File: config.mk
export PLATFORM = sky130hd
export DESIGN_NAME = civil_date_to_epoch_seconds
export DESIGN_NICKNAME = d
export VERILOG_FILES = /design/src/rtl/cdte_pkg.sv /design/src/rtl/cdte_front.sv /design/src/rtl/cdte_fifo.sv /design/src/rtl/cdte_back.sv /design/src/rtl/civil_date_to_epoch_seconds.sv
export VERILOG_INCLUDE_DIRS = /design/src /design/src/rtl
export SDC_FILE = /design/constraint.sdc
export NUM_CORES = 1
export LEC_CHECK = 0
export ABC_AREA = 0
export BUFFER_PORTS_ARGS = -buffer_cell sky130_fd_sc_hd__buf_2
export CAP_MARGIN = 20
export CELL_PAD_IN_SITES_DETAIL_PLACEMENT = 1
export CELL_PAD_IN_SITES_GLOBAL_PLACEMENT = 1
export CORE_ASPECT_RATIO = 1.25
export CORE_MARGIN = 10
export CORE_UTILIZATION = 35
export CTS_CLUSTER_DIAMETER = 200
export DETAILED_ROUTE_END_ITERATION = 6
export GPL_TIMING_DRIVEN = 1
export PLACE_DENSITY = 0.65
export SLEW_MARGIN = 20
export SYNTH_ARGS = -nofsm -noshare
export SYNTH_HDL_FRONTEND = slang
export SYNTH_SLANG_ARGS = --single-unit
File: constraint.sdc
create_clock -name clk -period 11.89 [get_ports clk]
set_input_delay 1.7835 -clock clk [delete_from_list [all_inputs] [get_ports clk]]
set_output_delay 1.7835 -clock clk [all_outputs]
set_load 0.03 [all_outputs]
File: src/rtl/civil_date_to_epoch_seconds_assert.svh
// Assertion macros shared by the civil date to epoch seconds RTL.
`ifndef CIVIL_DATE_TO_EPOCH_SECONDS_ASSERT_SVH
`define CIVIL_DATE_TO_EPOCH_SECONDS_ASSERT_SVH

// Check that cons holds in the same cycle whenever ante holds.
`define CDTE_ASSERT_IMPL(name, ante, cons) \
  name: assert property (@(posedge clk) disable iff (!rst_n) (ante) |-> (cons)) \
    else $error("cdte assertion failed");

// Check that cons holds in the cycle after ante holds.
`define CDTE_ASSERT_NEXT(name, ante, cons) \
  name: assert property (@(posedge clk) disable iff (!rst_n) (ante) |=> (cons)) \
    else $error("cdte assertion failed");

`endif

File: src/rtl/cdte_pkg.sv
// Shared types, constants and tables for the civil date to epoch seconds block.
package cdte_pkg;

  // Result status codes
  typedef enum logic [2:0] {
    ST_OK           = 3'd0,
    ST_NO_CLOCK     = 3'd1,
    ST_IMPLAUSIBLE  = 3'd2,
    ST_BEFORE_EPOCH = 3'd3,
    ST_TOO_LATE     = 3'd4
  } status_t;

  // Calendar and time constants
  localparam int EPOCH_YEAR       = 1970;
  localparam int YEARS_PER_ERA    = 400;
  localparam int DAYS_PER_YEAR    = 365;
  localparam int DAYS_PER_ERA     = 146097;
  localparam int EPOCH_SHIFT_DAYS = 719468;
  localparam int SECS_PER_DAY     = 86400;
  localparam int SECS_PER_HOUR    = 3600;
  localparam int SECS_PER_MIN     = 60;

  // y / 400 as (y * ERA_RECIP) >> ERA_RECIP_SHIFT, exact for y below 4096
  localparam int ERA_RECIP       = 5243;
  localparam int ERA_RECIP_SHIFT = 21;

  // Depth of the queue between classifier and arithmetic pipeline
  localparam int QUEUE_DEPTH = 4;

  // Classified item handed from the front to the back
  typedef struct packed {
    status_t     status;  // ST_OK means: compute the seconds
    logic [11:0] y;       // year, one less for January and February
    logic [3:0]  mp;      // month index counted from March, 0..11
    logic [4:0]  day;
    logic [4:0]  hour;
    logic [5:0]  minute;
    logic [5:0]  second;
  } job_t;

  // Days from March 1 to the first of month index mp, i.e. (153*mp+2)/5
  function automatic logic [8:0] month_start(input logic [3:0] mp);
    logic [8:0] d;
    unique case (mp)
      4'd0:    d = 9'd0;
      4'd1:    d = 9'd31;
      4'd2:    d = 9'd61;
      4'd3:    d = 9'd92;
      4'd4:    d = 9'd122;
      4'd5:    d = 9'd153;
      4'd6:    d = 9'd184;
      4'd7:    d = 9'd214;
      4'd8:    d = 9'd245;
      4'd9:    d = 9'd275;
      4'd10:   d = 9'd306;
      4'd11:   d = 9'd337;
      default: d = 9'd0;
    endcase
    return d;
  endfunction

endpackage

File: src/rtl/cdte_front.sv
// Front end: configuration register, input unpacking and status classification.
module cdte_front import cdte_pkg::*; (
  input  logic        clk,
  input  logic        rst_n,
  input  logic        cfg_valid,
  output logic        cfg_ready,
  input  logic        cfg_data,
  input  logic        in_tvalid,
  output logic        in_tready,
  input  logic [55:0] in_tdata,
  input  logic        in_tuser,
  output logic        push_valid,
  input  logic        push_ready,
  output job_t        push_job
);

  logic        clock_present_r;
  logic        clock_present_nxt;
  logic [11:0] year;
  logic [7:0]  month;
  logic [7:0]  day;
  logic [7:0]  hour;
  logic [7:0]  minute;
  logic [7:0]  second;
  logic        early_month;
  logic        implausible;
  logic [7:0]  mp_full;

  // Take a configuration write in any cycle
  assign cfg_ready = 1'b1;

  always_comb begin
    clock_present_nxt = clock_present_r;
    if (cfg_valid) begin
      clock_present_nxt = cfg_data;
    end
  end

  always_ff @(posedge clk) begin
    if (!rst_n) begin
      clock_present_r <= 1'b0;
    end else begin
      clock_present_r <= clock_present_nxt;
    end
  end

  // Unpack the input item
  assign year   = in_tdata[11:0];
  assign month  = in_tdata[19:12];
  assign day    = in_tdata[27:20];
  assign hour   = in_tdata[35:28];
  assign minute = in_tdata[43:36];
  assign second = in_tdata[51:44];

  assign early_month = (month <= 8'd2);
  assign implausible = (month == 8'd0) || (month > 8'd12) ||
                       (day == 8'd0) || (day > 8'd31) ||
                       (hour > 8'd23) || (minute > 8'd59) || (second > 8'd59);
  assign mp_full = early_month ? (month + 8'd9) : (month - 8'd3);

  // Classify in the order of the status codes, first failure wins
  always_comb begin
    push_job.y      = year - {11'd0, early_month};
    push_job.mp     = mp_full[3:0];
    push_job.day    = day[4:0];
    push_job.hour   = hour[4:0];
    push_job.minute = minute[5:0];
    push_job.second = second[5:0];
    if (!clock_present_r || !in_tuser) begin
      push_job.status = ST_NO_CLOCK;
    end else if (implausible) begin
      push_job.status = ST_IMPLAUSIBLE;
    end else if (year < 12'(EPOCH_YEAR)) begin
      push_job.status = ST_BEFORE_EPOCH;
    end else begin
      push_job.status = ST_OK;
    end
  end

  // Hand the item straight to the queue
  assign push_valid = in_tvalid;
  assign in_tready  = push_ready;

endmodule

File: src/rtl/cdte_fifo.sv
// Short register queue that decouples the classifier from the arithmetic pipeline.
`include "civil_date_to_epoch_seconds_assert.svh"
module cdte_fifo import cdte_pkg::*; #(
  parameter int DEPTH = QUEUE_DEPTH
) (
  input  logic clk,
  input  logic rst_n,
  input  logic push_valid,
  output logic push_ready,
  input  job_t push_job,
  output logic pop_valid,
  input  logic pop_ready,
  output job_t pop_job
);

  localparam int PTR_W = (DEPTH > 1) ? $clog2(DEPTH) : 1;
  localparam int CNT_W = $clog2(DEPTH + 1);

  job_t             mem_r [DEPTH];
  logic [PTR_W-1:0] wr_ptr_r, wr_ptr_nxt;
  logic [PTR_W-1:0] rd_ptr_r, rd_ptr_nxt;
  logic [CNT_W-1:0] count_r, count_nxt;
  logic             push_fire;
  logic             pop_fire;

  assign push_ready = (count_r != CNT_W'(DEPTH));
  assign pop_valid  = (count_r != '0);
  assign pop_job    = mem_r[rd_ptr_r];
  assign push_fire  = push_valid && push_ready;
  assign pop_fire   = pop_valid && pop_ready;

  // Advance pointers with wrap, track fill level
  always_comb begin
    wr_ptr_nxt = wr_ptr_r;
    rd_ptr_nxt = rd_ptr_r;
    count_nxt  = count_r;
    if (push_fire) begin
      wr_ptr_nxt = (wr_ptr_r == PTR_W'(DEPTH - 1)) ? '0 : wr_ptr_r + 1'b1;
    end
    if (pop_fire) begin
      rd_ptr_nxt = (rd_ptr_r == PTR_W'(DEPTH - 1)) ? '0 : rd_ptr_r + 1'b1;
    end
    if (push_fire && !pop_fire) begin
      count_nxt = count_r + 1'b1;
    end else if (pop_fire && !push_fire) begin
      count_nxt = count_r - 1'b1;
    end
  end

  always_ff @(posedge clk) begin
    if (!rst_n) begin
      wr_ptr_r <= '0;
      rd_ptr_r <= '0;
      count_r  <= '0;
    end else begin
      wr_ptr_r <= wr_ptr_nxt;
      rd_ptr_r <= rd_ptr_nxt;
      count_r  <= count_nxt;
    end
  end

  // Store the pushed item
  always_ff @(posedge clk) begin
    if (push_fire) begin
      mem_r[wr_ptr_r] <= push_job;
    end
  end

  `CDTE_ASSERT_IMPL(a_count_bound, 1'b1, count_r <= CNT_W'(DEPTH))
  `CDTE_ASSERT_NEXT(a_count_up, push_fire && !pop_fire, count_r == CNT_W'($past(count_r) + 1'b1))
  `CDTE_ASSERT_IMPL(a_empty_ptrs, count_r == '0, rd_ptr_r == wr_ptr_r)

endmodule

File: src/rtl/cdte_back.sv
// Back end: six-stage days-from-civil and seconds pipeline with output register.
`include "civil_date_to_epoch_seconds_assert.svh"
module cdte_back import cdte_pkg::*; (
  input  logic        clk,
  input  logic        rst_n,
  input  logic        pop_valid,
  output logic        pop_ready,
  input  job_t        pop_job,
  output logic        out_tvalid,
  input  logic        out_tready,
  output logic [31:0] out_tdata,
  output logic [2:0]  out_tuser
);

  logic        en;
  logic        v1_r, v2_r, v3_r, v4_r, v5_r, out_valid_r;
  status_t     st1_r, st2_r, st3_r, st4_r, st5_r, out_status_r;
  logic [31:0] out_epoch_r;

  // Stage 1 terms
  logic [24:0] era_prod;
  logic [11:0] y1_r;
  logic [3:0]  era1_r;
  logic [8:0]  doy1_r;
  logic [16:0] hms1_r;
  logic [8:0]  doy_nxt;
  logic [16:0] hms_nxt;
  // Stage 2 terms
  logic [11:0] era_x400;
  logic [11:0] yoe_full;
  logic [8:0]  yoe2_r;
  logic [3:0]  era2_r;
  logic [8:0]  doy2_r;
  logic [16:0] hms2_r;
  // Stage 3 terms
  logic [1:0]  cent;
  logic [17:0] doe_nxt;
  logic [17:0] doe3_r;
  logic [3:0]  era3_r;
  logic [16:0] hms3_r;
  // Stage 4 terms
  logic [20:0] shifted;
  logic [19:0] days4_r;
  logic [16:0] hms4_r;
  // Stage 5 terms
  logic [36:0] total5_r;

  // Whole pipeline moves when the output register is free or being taken
  assign en        = !out_valid_r || out_tready;
  assign pop_ready = en;

  assign era_prod = 25'(pop_job.y) * 25'(ERA_RECIP);
  assign doy_nxt  = month_start(pop_job.mp) + 9'(pop_job.day) - 9'd1;
  assign hms_nxt  = 17'(pop_job.hour) * 17'(SECS_PER_HOUR) +
                    17'(pop_job.minute) * 17'(SECS_PER_MIN) + 17'(pop_job.second);

  assign era_x400 = 12'(era1_r) * 12'(YEARS_PER_ERA);
  assign yoe_full = y1_r - era_x400;

  assign cent    = 2'(yoe2_r >= 9'd100) + 2'(yoe2_r >= 9'd200) + 2'(yoe2_r >= 9'd300);
  assign doe_nxt = 18'(yoe2_r) * 18'(DAYS_PER_YEAR) + 18'(yoe2_r[8:2]) - 18'(cent) +
                   18'(doy2_r);

  assign shifted = 21'(era3_r) * 21'(DAYS_PER_ERA) + 21'(doe3_r);

  // Hold control in reset, advance valids on enable
  always_ff @(posedge clk) begin
    if (!rst_n) begin
      v1_r        <= 1'b0;
      v2_r        <= 1'b0;
      v3_r        <= 1'b0;
      v4_r        <= 1'b0;
      v5_r        <= 1'b0;
      out_valid_r <= 1'b0;
    end else if (en) begin
      v1_r        <= pop_valid;
      v2_r        <= v1_r;
      v3_r        <= v2_r;
      v4_r        <= v3_r;
      v5_r        <= v4_r;
      out_valid_r <= v5_r;
    end
  end

  // Advance payload through the stages
  always_ff @(posedge clk) begin
    if (en) begin
      // era, day of year, time of day
      st1_r  <= pop_job.status;
      y1_r   <= pop_job.y;
      era1_r <= era_prod[24:ERA_RECIP_SHIFT];
      doy1_r <= doy_nxt;
      hms1_r <= hms_nxt;
      // year of era
      st2_r  <= st1_r;
      yoe2_r <= yoe_full[8:0];
      era2_r <= era1_r;
      doy2_r <= doy1_r;
      hms2_r <= hms1_r;
      // day of era
      st3_r  <= st2_r;
      doe3_r <= doe_nxt;
      era3_r <= era2_r;
      hms3_r <= hms2_r;
      // days since 1970
      st4_r   <= st3_r;
      days4_r <= 20'(shifted - 21'(EPOCH_SHIFT_DAYS));
      hms4_r  <= hms3_r;
      // total seconds
      st5_r    <= st4_r;
      total5_r <= 37'(days4_r) * 37'(SECS_PER_DAY) + 37'(hms4_r);
      // range check and result
      if (st5_r != ST_OK) begin
        out_status_r <= st5_r;
        out_epoch_r  <= '0;
      end else if (total5_r[36:32] != '0) begin
        out_status_r <= ST_TOO_LATE;
        out_epoch_r  <= '0;
      end else begin
        out_status_r <= ST_OK;
        out_epoch_r  <= total5_r[31:0];
      end
    end
  end

  assign out_tvalid = out_valid_r;
  assign out_tdata  = out_epoch_r;
  assign out_tuser  = out_status_r;

  `CDTE_ASSERT_IMPL(a_fail_zero, out_valid_r && out_status_r != ST_OK, out_epoch_r == '0)
  `CDTE_ASSERT_NEXT(a_stall_holds, v5_r && !en, v5_r && out_valid_r)
  `CDTE_ASSERT_NEXT(a_pop_lands, pop_valid && en, v1_r)

endmodule

File: src/rtl/civil_date_to_epoch_seconds.sv
// Civil date-time reading to seconds since 1970-01-01 UTC, top level.
// Converts one clock-chip reading per cycle while out_tready is high to Unix
// seconds with the Gregorian days-from-civil method. An accepted item enters a
// small queue, then a six-stage arithmetic pipeline whose last stage is the output
// register; the whole pipeline stalls while a result waits. One item per cycle is
// taken sustained; the queue (QDEPTH items) absorbs output back-pressure before
// in_tready drops. out_tuser carries the status: 0 ok, 1 no clock or read failed,
// 2 implausible field, 3 before 1970, 4 beyond 32 bits; out_tdata is zero unless
// the status is ok. A day up to 31 is accepted in any month and rolls into the
// next. clock_present is written on the cfg channel, always ready, and resets to 0.
module civil_date_to_epoch_seconds import cdte_pkg::*; #(
  parameter int QDEPTH = QUEUE_DEPTH
) (
  input  logic        clk,
  input  logic        rst_n,
  input  logic        cfg_valid,
  output logic        cfg_ready,
  input  logic        cfg_data,    // clock_present
  input  logic        in_tvalid,
  output logic        in_tready,
  input  logic [55:0] in_tdata,    // year[11:0], month, day, hour, minute, second, pad
  input  logic        in_tuser,    // read_ok
  output logic        out_tvalid,
  input  logic        out_tready,
  output logic [31:0] out_tdata,   // epoch_seconds
  output logic [2:0]  out_tuser    // status
);

  logic push_valid;
  logic push_ready;
  job_t push_job;
  logic pop_valid;
  logic pop_ready;
  job_t pop_job;

  cdte_front u_front (
    .clk        (clk),
    .rst_n      (rst_n),
    .cfg_valid  (cfg_valid),
    .cfg_ready  (cfg_ready),
    .cfg_data   (cfg_data),
    .in_tvalid  (in_tvalid),
    .in_tready  (in_tready),
    .in_tdata   (in_tdata),
    .in_tuser   (in_tuser),
    .push_valid (push_valid),
    .push_ready (push_ready),
    .push_job   (push_job)
  );

  cdte_fifo #(
    .DEPTH (QDEPTH)
  ) u_fifo (
    .clk        (clk),
    .rst_n      (rst_n),
    .push_valid (push_valid),
    .push_ready (push_ready),
    .push_job   (push_job),
    .pop_valid  (pop_valid),
    .pop_ready  (pop_ready),
    .pop_job    (pop_job)
  );

  cdte_back u_back (
    .clk        (clk),
    .rst_n      (rst_n),
    .pop_valid  (pop_valid),
    .pop_ready  (pop_ready),
    .pop_job    (pop_job),
    .out_tvalid (out_tvalid),
    .out_tready (out_tready),
    .out_tdata  (out_tdata),
    .out_tuser  (out_tuser)
  );

endmodule

# After elaboration in Yosys (flattened, before gate mapping)
# Memories as Yosys holds them, arrays and structs flattened. A register that Yosys moved wholly into a read port is not among the register bits.
# Index checks and enable logic that the tools add are counted.
totals:
  reg_bits: 255
  latch_bits: 0
  ramBits: 164
  rom_bits: 144
  output_inout_bits: 38
  wordCells: 111
  mem_count: 2
memory_table:
  columns: ["name", "depth", "width", "rd", "rd_clocked_by_memory_dff", "write_ports", "line", "source"]
  rows:
  - ["u_fifo.mem_r", 4, 41, 1, 1, 1, "cdte_fifo.sv:19", "job_t mem_r [DEPTH];"]
  - ["(no name shown)", 16, 9, 1, 0, 0, "cdte_pkg.sv:44", "unique case (mp)"]
classes:
  addsub: 20
  mul: 7
  div_mod_pow: 0
  magnitude_cmp: 10
  n_eq_ne: 3
  n_shift: 0
  mux: 14
  bitwise: 0
  reduce_logical: 24
op_table:
  columns: ["op", "count"]
  rows:
  - ["37-bit by 17-bit adder with 37-bit output", 1]
  - ["20-bit by 10-bit multiplier with 30-bit output, second input constant", 1]
  - ["12-bit by 13-bit multiplier with 25-bit output, second input constant", 1]
  - ["20-bit by 18-bit adder with 20-bit output", 1]
  - ["4-bit by 18-bit multiplier with 20-bit output, second input constant", 1]
  - ["20-bit subtractor, second input constant", 1]
  - ["18-bit by 7-bit adder with 18-bit output", 1]
  - ["18-bit by 9-bit adder with 18-bit output", 1]
  - ["9-bit by 9-bit multiplier with 18-bit output, second input constant", 1]
  - ["3-bit two-way mux", 6]
  - ["18-bit by 2-bit subtractor with 18-bit output", 1]
  - ["17-bit by 12-bit adder with 17-bit output", 1]
  - ["17-bit by 6-bit adder with 17-bit output", 1]
  - ["8-bit by 5-bit greater-than comparator with 1-bit output, second input constant", 2]
  - ["8-bit by 6-bit greater-than comparator with 1-bit output, second input constant", 2]
  - ["8-bit logical NOT", 2]
  - ["5-bit by 8-bit multiplier with 13-bit output, second input constant", 1]
  - ["12-bit by 11-bit less-than comparator with 1-bit output, second input constant", 1]
  - ["12-bit by 1-bit subtractor with 12-bit output", 1]
  - ["6-bit by 4-bit multiplier with 10-bit output, second input constant", 1]
  - ["2-bit two-way mux", 5]
  - ["9-bit by 5-bit adder with 9-bit output", 1]
  - ["9-bit by 7-bit >= comparator with 1-bit output, second input constant", 1]
  - ["9-bit by 8-bit >= comparator with 1-bit output, second input constant", 1]
  - ["other kinds (24)", 42]

# Depth between registers and ports, before layout
depth:
  ltp_word: 9
  mapped_depth: 24
  mapped_depth_nobuf: 24

# Cells and area by module
# From an unflattened synthesis, not the netlist that was laid out.
unflattened:
  hier_cells: 2186
  hier_area_um2: 28283.4
modules_own_cells:
  columns: ["mod", "n_inst", "cells_each", "area_each_um2", "seq_area_each_um2"]
  rows:
  - ["cdte_back", 1, 1823, 21161.5, 7357.1]
  - ["cdte_fifo", 1, 266, 6392.4, 5104.9]
  - ["cdte_front", 1, 97, 729.4, 20.0]

# Worst setup path after synthesis
# OpenSTA, ideal clock, no wires.
synth_timing:
  kind: "in2reg"
  from: "input out_tready"
  to: "register u_fifo.count_r[2]"
  setup_time_ps: 76
  t_arrival_ps: 8855
  path_slack_ps: 2960
  stages: 10
  path_buffers: 1
  cell_sequence: "nor2b_1 -> clkbuf_1 -> inv_1 -> o31ai_1 -> ha_1 -> inv_1 -> fa_1 -> xor2_1 -> or3_1 -> a21boi_0"
synth_via:
  elab_chain_len: 5
  elab_cells_between_ends: 7
  cone_classes: "mux: 1; reduce/logical: 6"
synth_lines:
  columns: ["element", "line", "source"]
  rows:
  - ["start: declaration", "civil_date_to_epoch_seconds.sv:24", "input logic out_tready,"]
  - ["1-bit logical OR (*)", "cdte_back.sv:49", "assign en = !out_valid_r || out_tready;"]
  - ["1-bit logical AND (*)", "cdte_fifo.sv:30", "assign pop_fire = pop_valid && pop_ready;"]
  - ["1-bit logical NOT", "cdte_fifo.sv:43", "if (push_fire && !pop_fire) begin"]
  - ["1-bit logical AND", "cdte_fifo.sv:43", null]
  - ["3-bit two-way mux or 2-bit nonzero test (tied branches)", null, null]
  - ["end signal: assignment", "cdte_fifo.sv:58", "count_r <= count_nxt;"]
  - ["end: declaration", "cdte_fifo.sv:22", "logic [CNT_W-1:0] count_r, count_nxt;"]
# Every way passes the cells marked *; elsewhere a longest branch is shown, timed or not.
# A chain may end at the register's enable or synchronous reset.

==> impl_results.md <==
- Yosys warning total: 0
- Reg-to-reg setup timing slack: 5000 ps
- Starting Density: 35.24%
- Mapped Area: 27740 um2
- Vias: roughly 16000
- Worst-Skew Late Latency: 610 ps
- Setup TNS: 0 ps
- Syn_nets: ~2800
- Asr flop ratio synth: 0%
- Period utilisation layout: 57.94%
- WL/cell: 16.01 um
- Unrepaired setup endpoints after global routing: false
- Relative slew slack: between 30% and 40%
- FP Rows: 115
- WP data arrival: 7320 ps
- R2r endpoint: u_back.era1_r[3]$_DFFE_PN_
- Hold depth: 0
- Run status: finished clean
- Sequential share of the synthesized area: approximately 44%
- Worst Hold End: u_back.hms4_r[15]$_DFFE_PN_
- CTS tree: yes
- Fin worst setup slack: around 5000 ps
- Pre-antenna DRT Iters: 4
- Mapped Cells: 2155
- Clock net sink count: 412
- CTS resizes: 0
- Crit Path Max Fanout: 41
- Worst setup SP type: register
- Hold WC Path Type: register to register
- H-tree levels: 2
- Detail-routed via count per cell: 4.752
- Hold path start: u_back.hms3_r[15]$_DFFE_PN_
- Gpl congestion: 0.8370
- DRC violations left: 0
- Top-area cell type share of the netlist area: 42.87%
- # diodes: 0
- CTS Buffer Depth: 3
- Avg Synthesized Cell Area: between 10 and 15 um2
- Slew Limit Fails: 0
- Final hold vios: 0
- Fin area: 31090 um2
- Critical path class: register to register
- First-pass GRT wire length: 90420 um
- # IOs: 101
- Gr usage total: 12.07%
- Seq cells post-synth: 412
- Dpl cell area: 29490 um2
- Layout overhead on the synthesized area: 12.09%
- Setup bufs post-CTS: 0
- Worst Setup End Kind: register
- Post-synth EDFFs: 396
- Largest area contributor in the netlist: edfxtp_1
- PortBufs: 95
- Fin Clk Skew: 52.10 ps
- Setup slack at placement: ~4800 ps
- Largest net degree at the start of global routing: 90
- Die height: between 300 and 400 um
- ANT nets after route: 0
- MaxCap Viol Count: 0
- Setup Viol. Count Final: 0
- Die Width: 271.8 um
- Vias in the first global route: between 15000 and 20000
- Reg clk slew, reported paths: around 60 ps
- Layout cell share with drive strength beyond 1: approximately 11%
- Top-count cell post-synth: inv_1
- Least-Margin Pin Slew: 1004 ps
- CTS Buf Count: 48
- Largest cells by area after synthesis: edfxtp_1 43%, ha_1 18%, fa_1 12%, inv_1 5.4%, mux4_2 3.2%
- Drt initial violations: 529
- Post-synthesis cell type count: 81
- Core Region: 78710 um2
- Post-DP HPWL: 42150 um
- Nets: 2901
- GR Overflow Total: 0
- Fmax: ~150 MHz
- Post-cts hold buffer count: 0
- Initial antenna violation count: 1
- Clock root buffer: clkbuf_16
- Most used DFF post-synth: edfxtp_1
- CP Data Required Time: 12320 ps
- Die area: 90980 um2
- Post-route minimum period: just under 7000 ps
- DRT Wirelength: approximately 54000 um
- Top post-synthesis cells by count: 401 x inv_1, 396 x edfxtp_1, 396 x ha_1
- Worst R2R Path Depth: 17
[layout by cell type (no fill, tap or decap), types with 8 or more instances in the layout]
cell and count:
a211oi_1 8, a21boi_0 9, a21o_1 41, a21oi_1 74, and2_1 41, buf_2 95, clkbuf_1 18, clkbuf_16 48
dfxtp_1 14, edfxtp_1 396, fa_1 166, ha_1 396, inv_1 400, mux4_2 39, nand2_1 51, nand2b_1 9
nand3_1 20, nand4_1 11, nor2_1 68, nor2b_1 17, nor3_1 17, o211ai_1 11, o21a_1 17, o21ai_0 29
o21bai_1 18, or3_1 18, xnor2_1 91, xor2_1 38
[stage by stage]
stage               instances  utilization, %  hold slack (ps)
floorplan                2155               -            400.3
global placement         3279           37.44            400.9
detailed placement       3279           37.46            405.2
CTS                      3369           39.49            417.8
global route             3369           39.50            410.2
finish                   3369           39.50            414.4
[cells by family after synthesis]
group | synth area share, %
buf+inv | 5.878
mux | 3.519
fa+ha+maj | 29.84
xor+xnor | 4.132
other cells | 0.01352
flops | 44.03
simple gates | 5.941
compound gates | 6.645
[final cells by class]
| type | instances | area [um2] |
|---|---|---|
| fill | 8368 | 47620 |
| multi-input combinational | 1312 | 13920 |
| sequential | 412 | 12210 |
| inverter | 401 | 1513 |
| tap | 1053 | 1318 |
| clock buffer | 68 | 1296 |
| timing repair buffer | 101 | 524.3 |
| clock inverter | 22 | 302.8 |
[worst max-delay path by stage]
stage	to	from	slack [ps]	cells past startpoint
after floorplan	u_fifo.count_r[2]$_SDFFE_PN0P_	out_tready	2960	10
after global placement	u_back.era1_r[3]$_DFFE_PN_	register	4880	21
after detailed placement	u_back.era1_r[3]$_DFFE_PN_	register	4840	21
after CTS	u_back.era1_r[3]$_DFFE_PN_	register	4820	17
after global routing	u_back.era1_r[3]$_DFFE_PN_	register	4420	21
final	u_back.era1_r[3]$_DFFE_PN_	register	5000	17
[per-layer routing]
metal | vias up | track usage (%) | part of all wire (%)
met4 | 0 | 3.432 | 2.5
met5 | - | 0 | 0
li1 | 7764 | - | -
met1 | 7974 | 13.38 | 41
met2 | 191 | 22.98 | 53
met3 | 82 | 2.265 | 3.5
[critical path: stages, from the launching register on]
cell and delay (ps):
dfxtp_2 310, buf_4 490, mux4_2 520, fa_1 580
fa_1 520, inv_1 50, fa_1 520, fa_1 520
fa_1 570, inv_1 60, ha_1 300, and3_1 200
a221oi_1 290, a21boi_0 160, o311ai_0 550, a21oi_1 260
or4b_2 660, o2111ai_1 120
[sequential cells by signal (all words and copies together), names as in the netlist, 3 cells and up, named ones only]
signal,flops
u_fifo.mem_r,160
u_back.total5_r,37
u_back.out_tdata,32
u_back.days4_r,20
u_back.doe3_r,18
u_back.hms1_r,17
u_back.hms2_r,17
u_back.hms3_r,17
u_back.hms4_r,17
u_back.doy1_r,9
u_back.doy2_r,9
u_back.y1_r,9
u_back.yoe2_r,9
u_back.era1_r,4
u_back.era2_r,4
u_back.era3_r,4
u_back.out_tuser,3
u_fifo.count_r,3
Power is left out: the tool's default activity adds up to more than one toggle a clock period on the data nets, which glitch-free logic cannot reach.
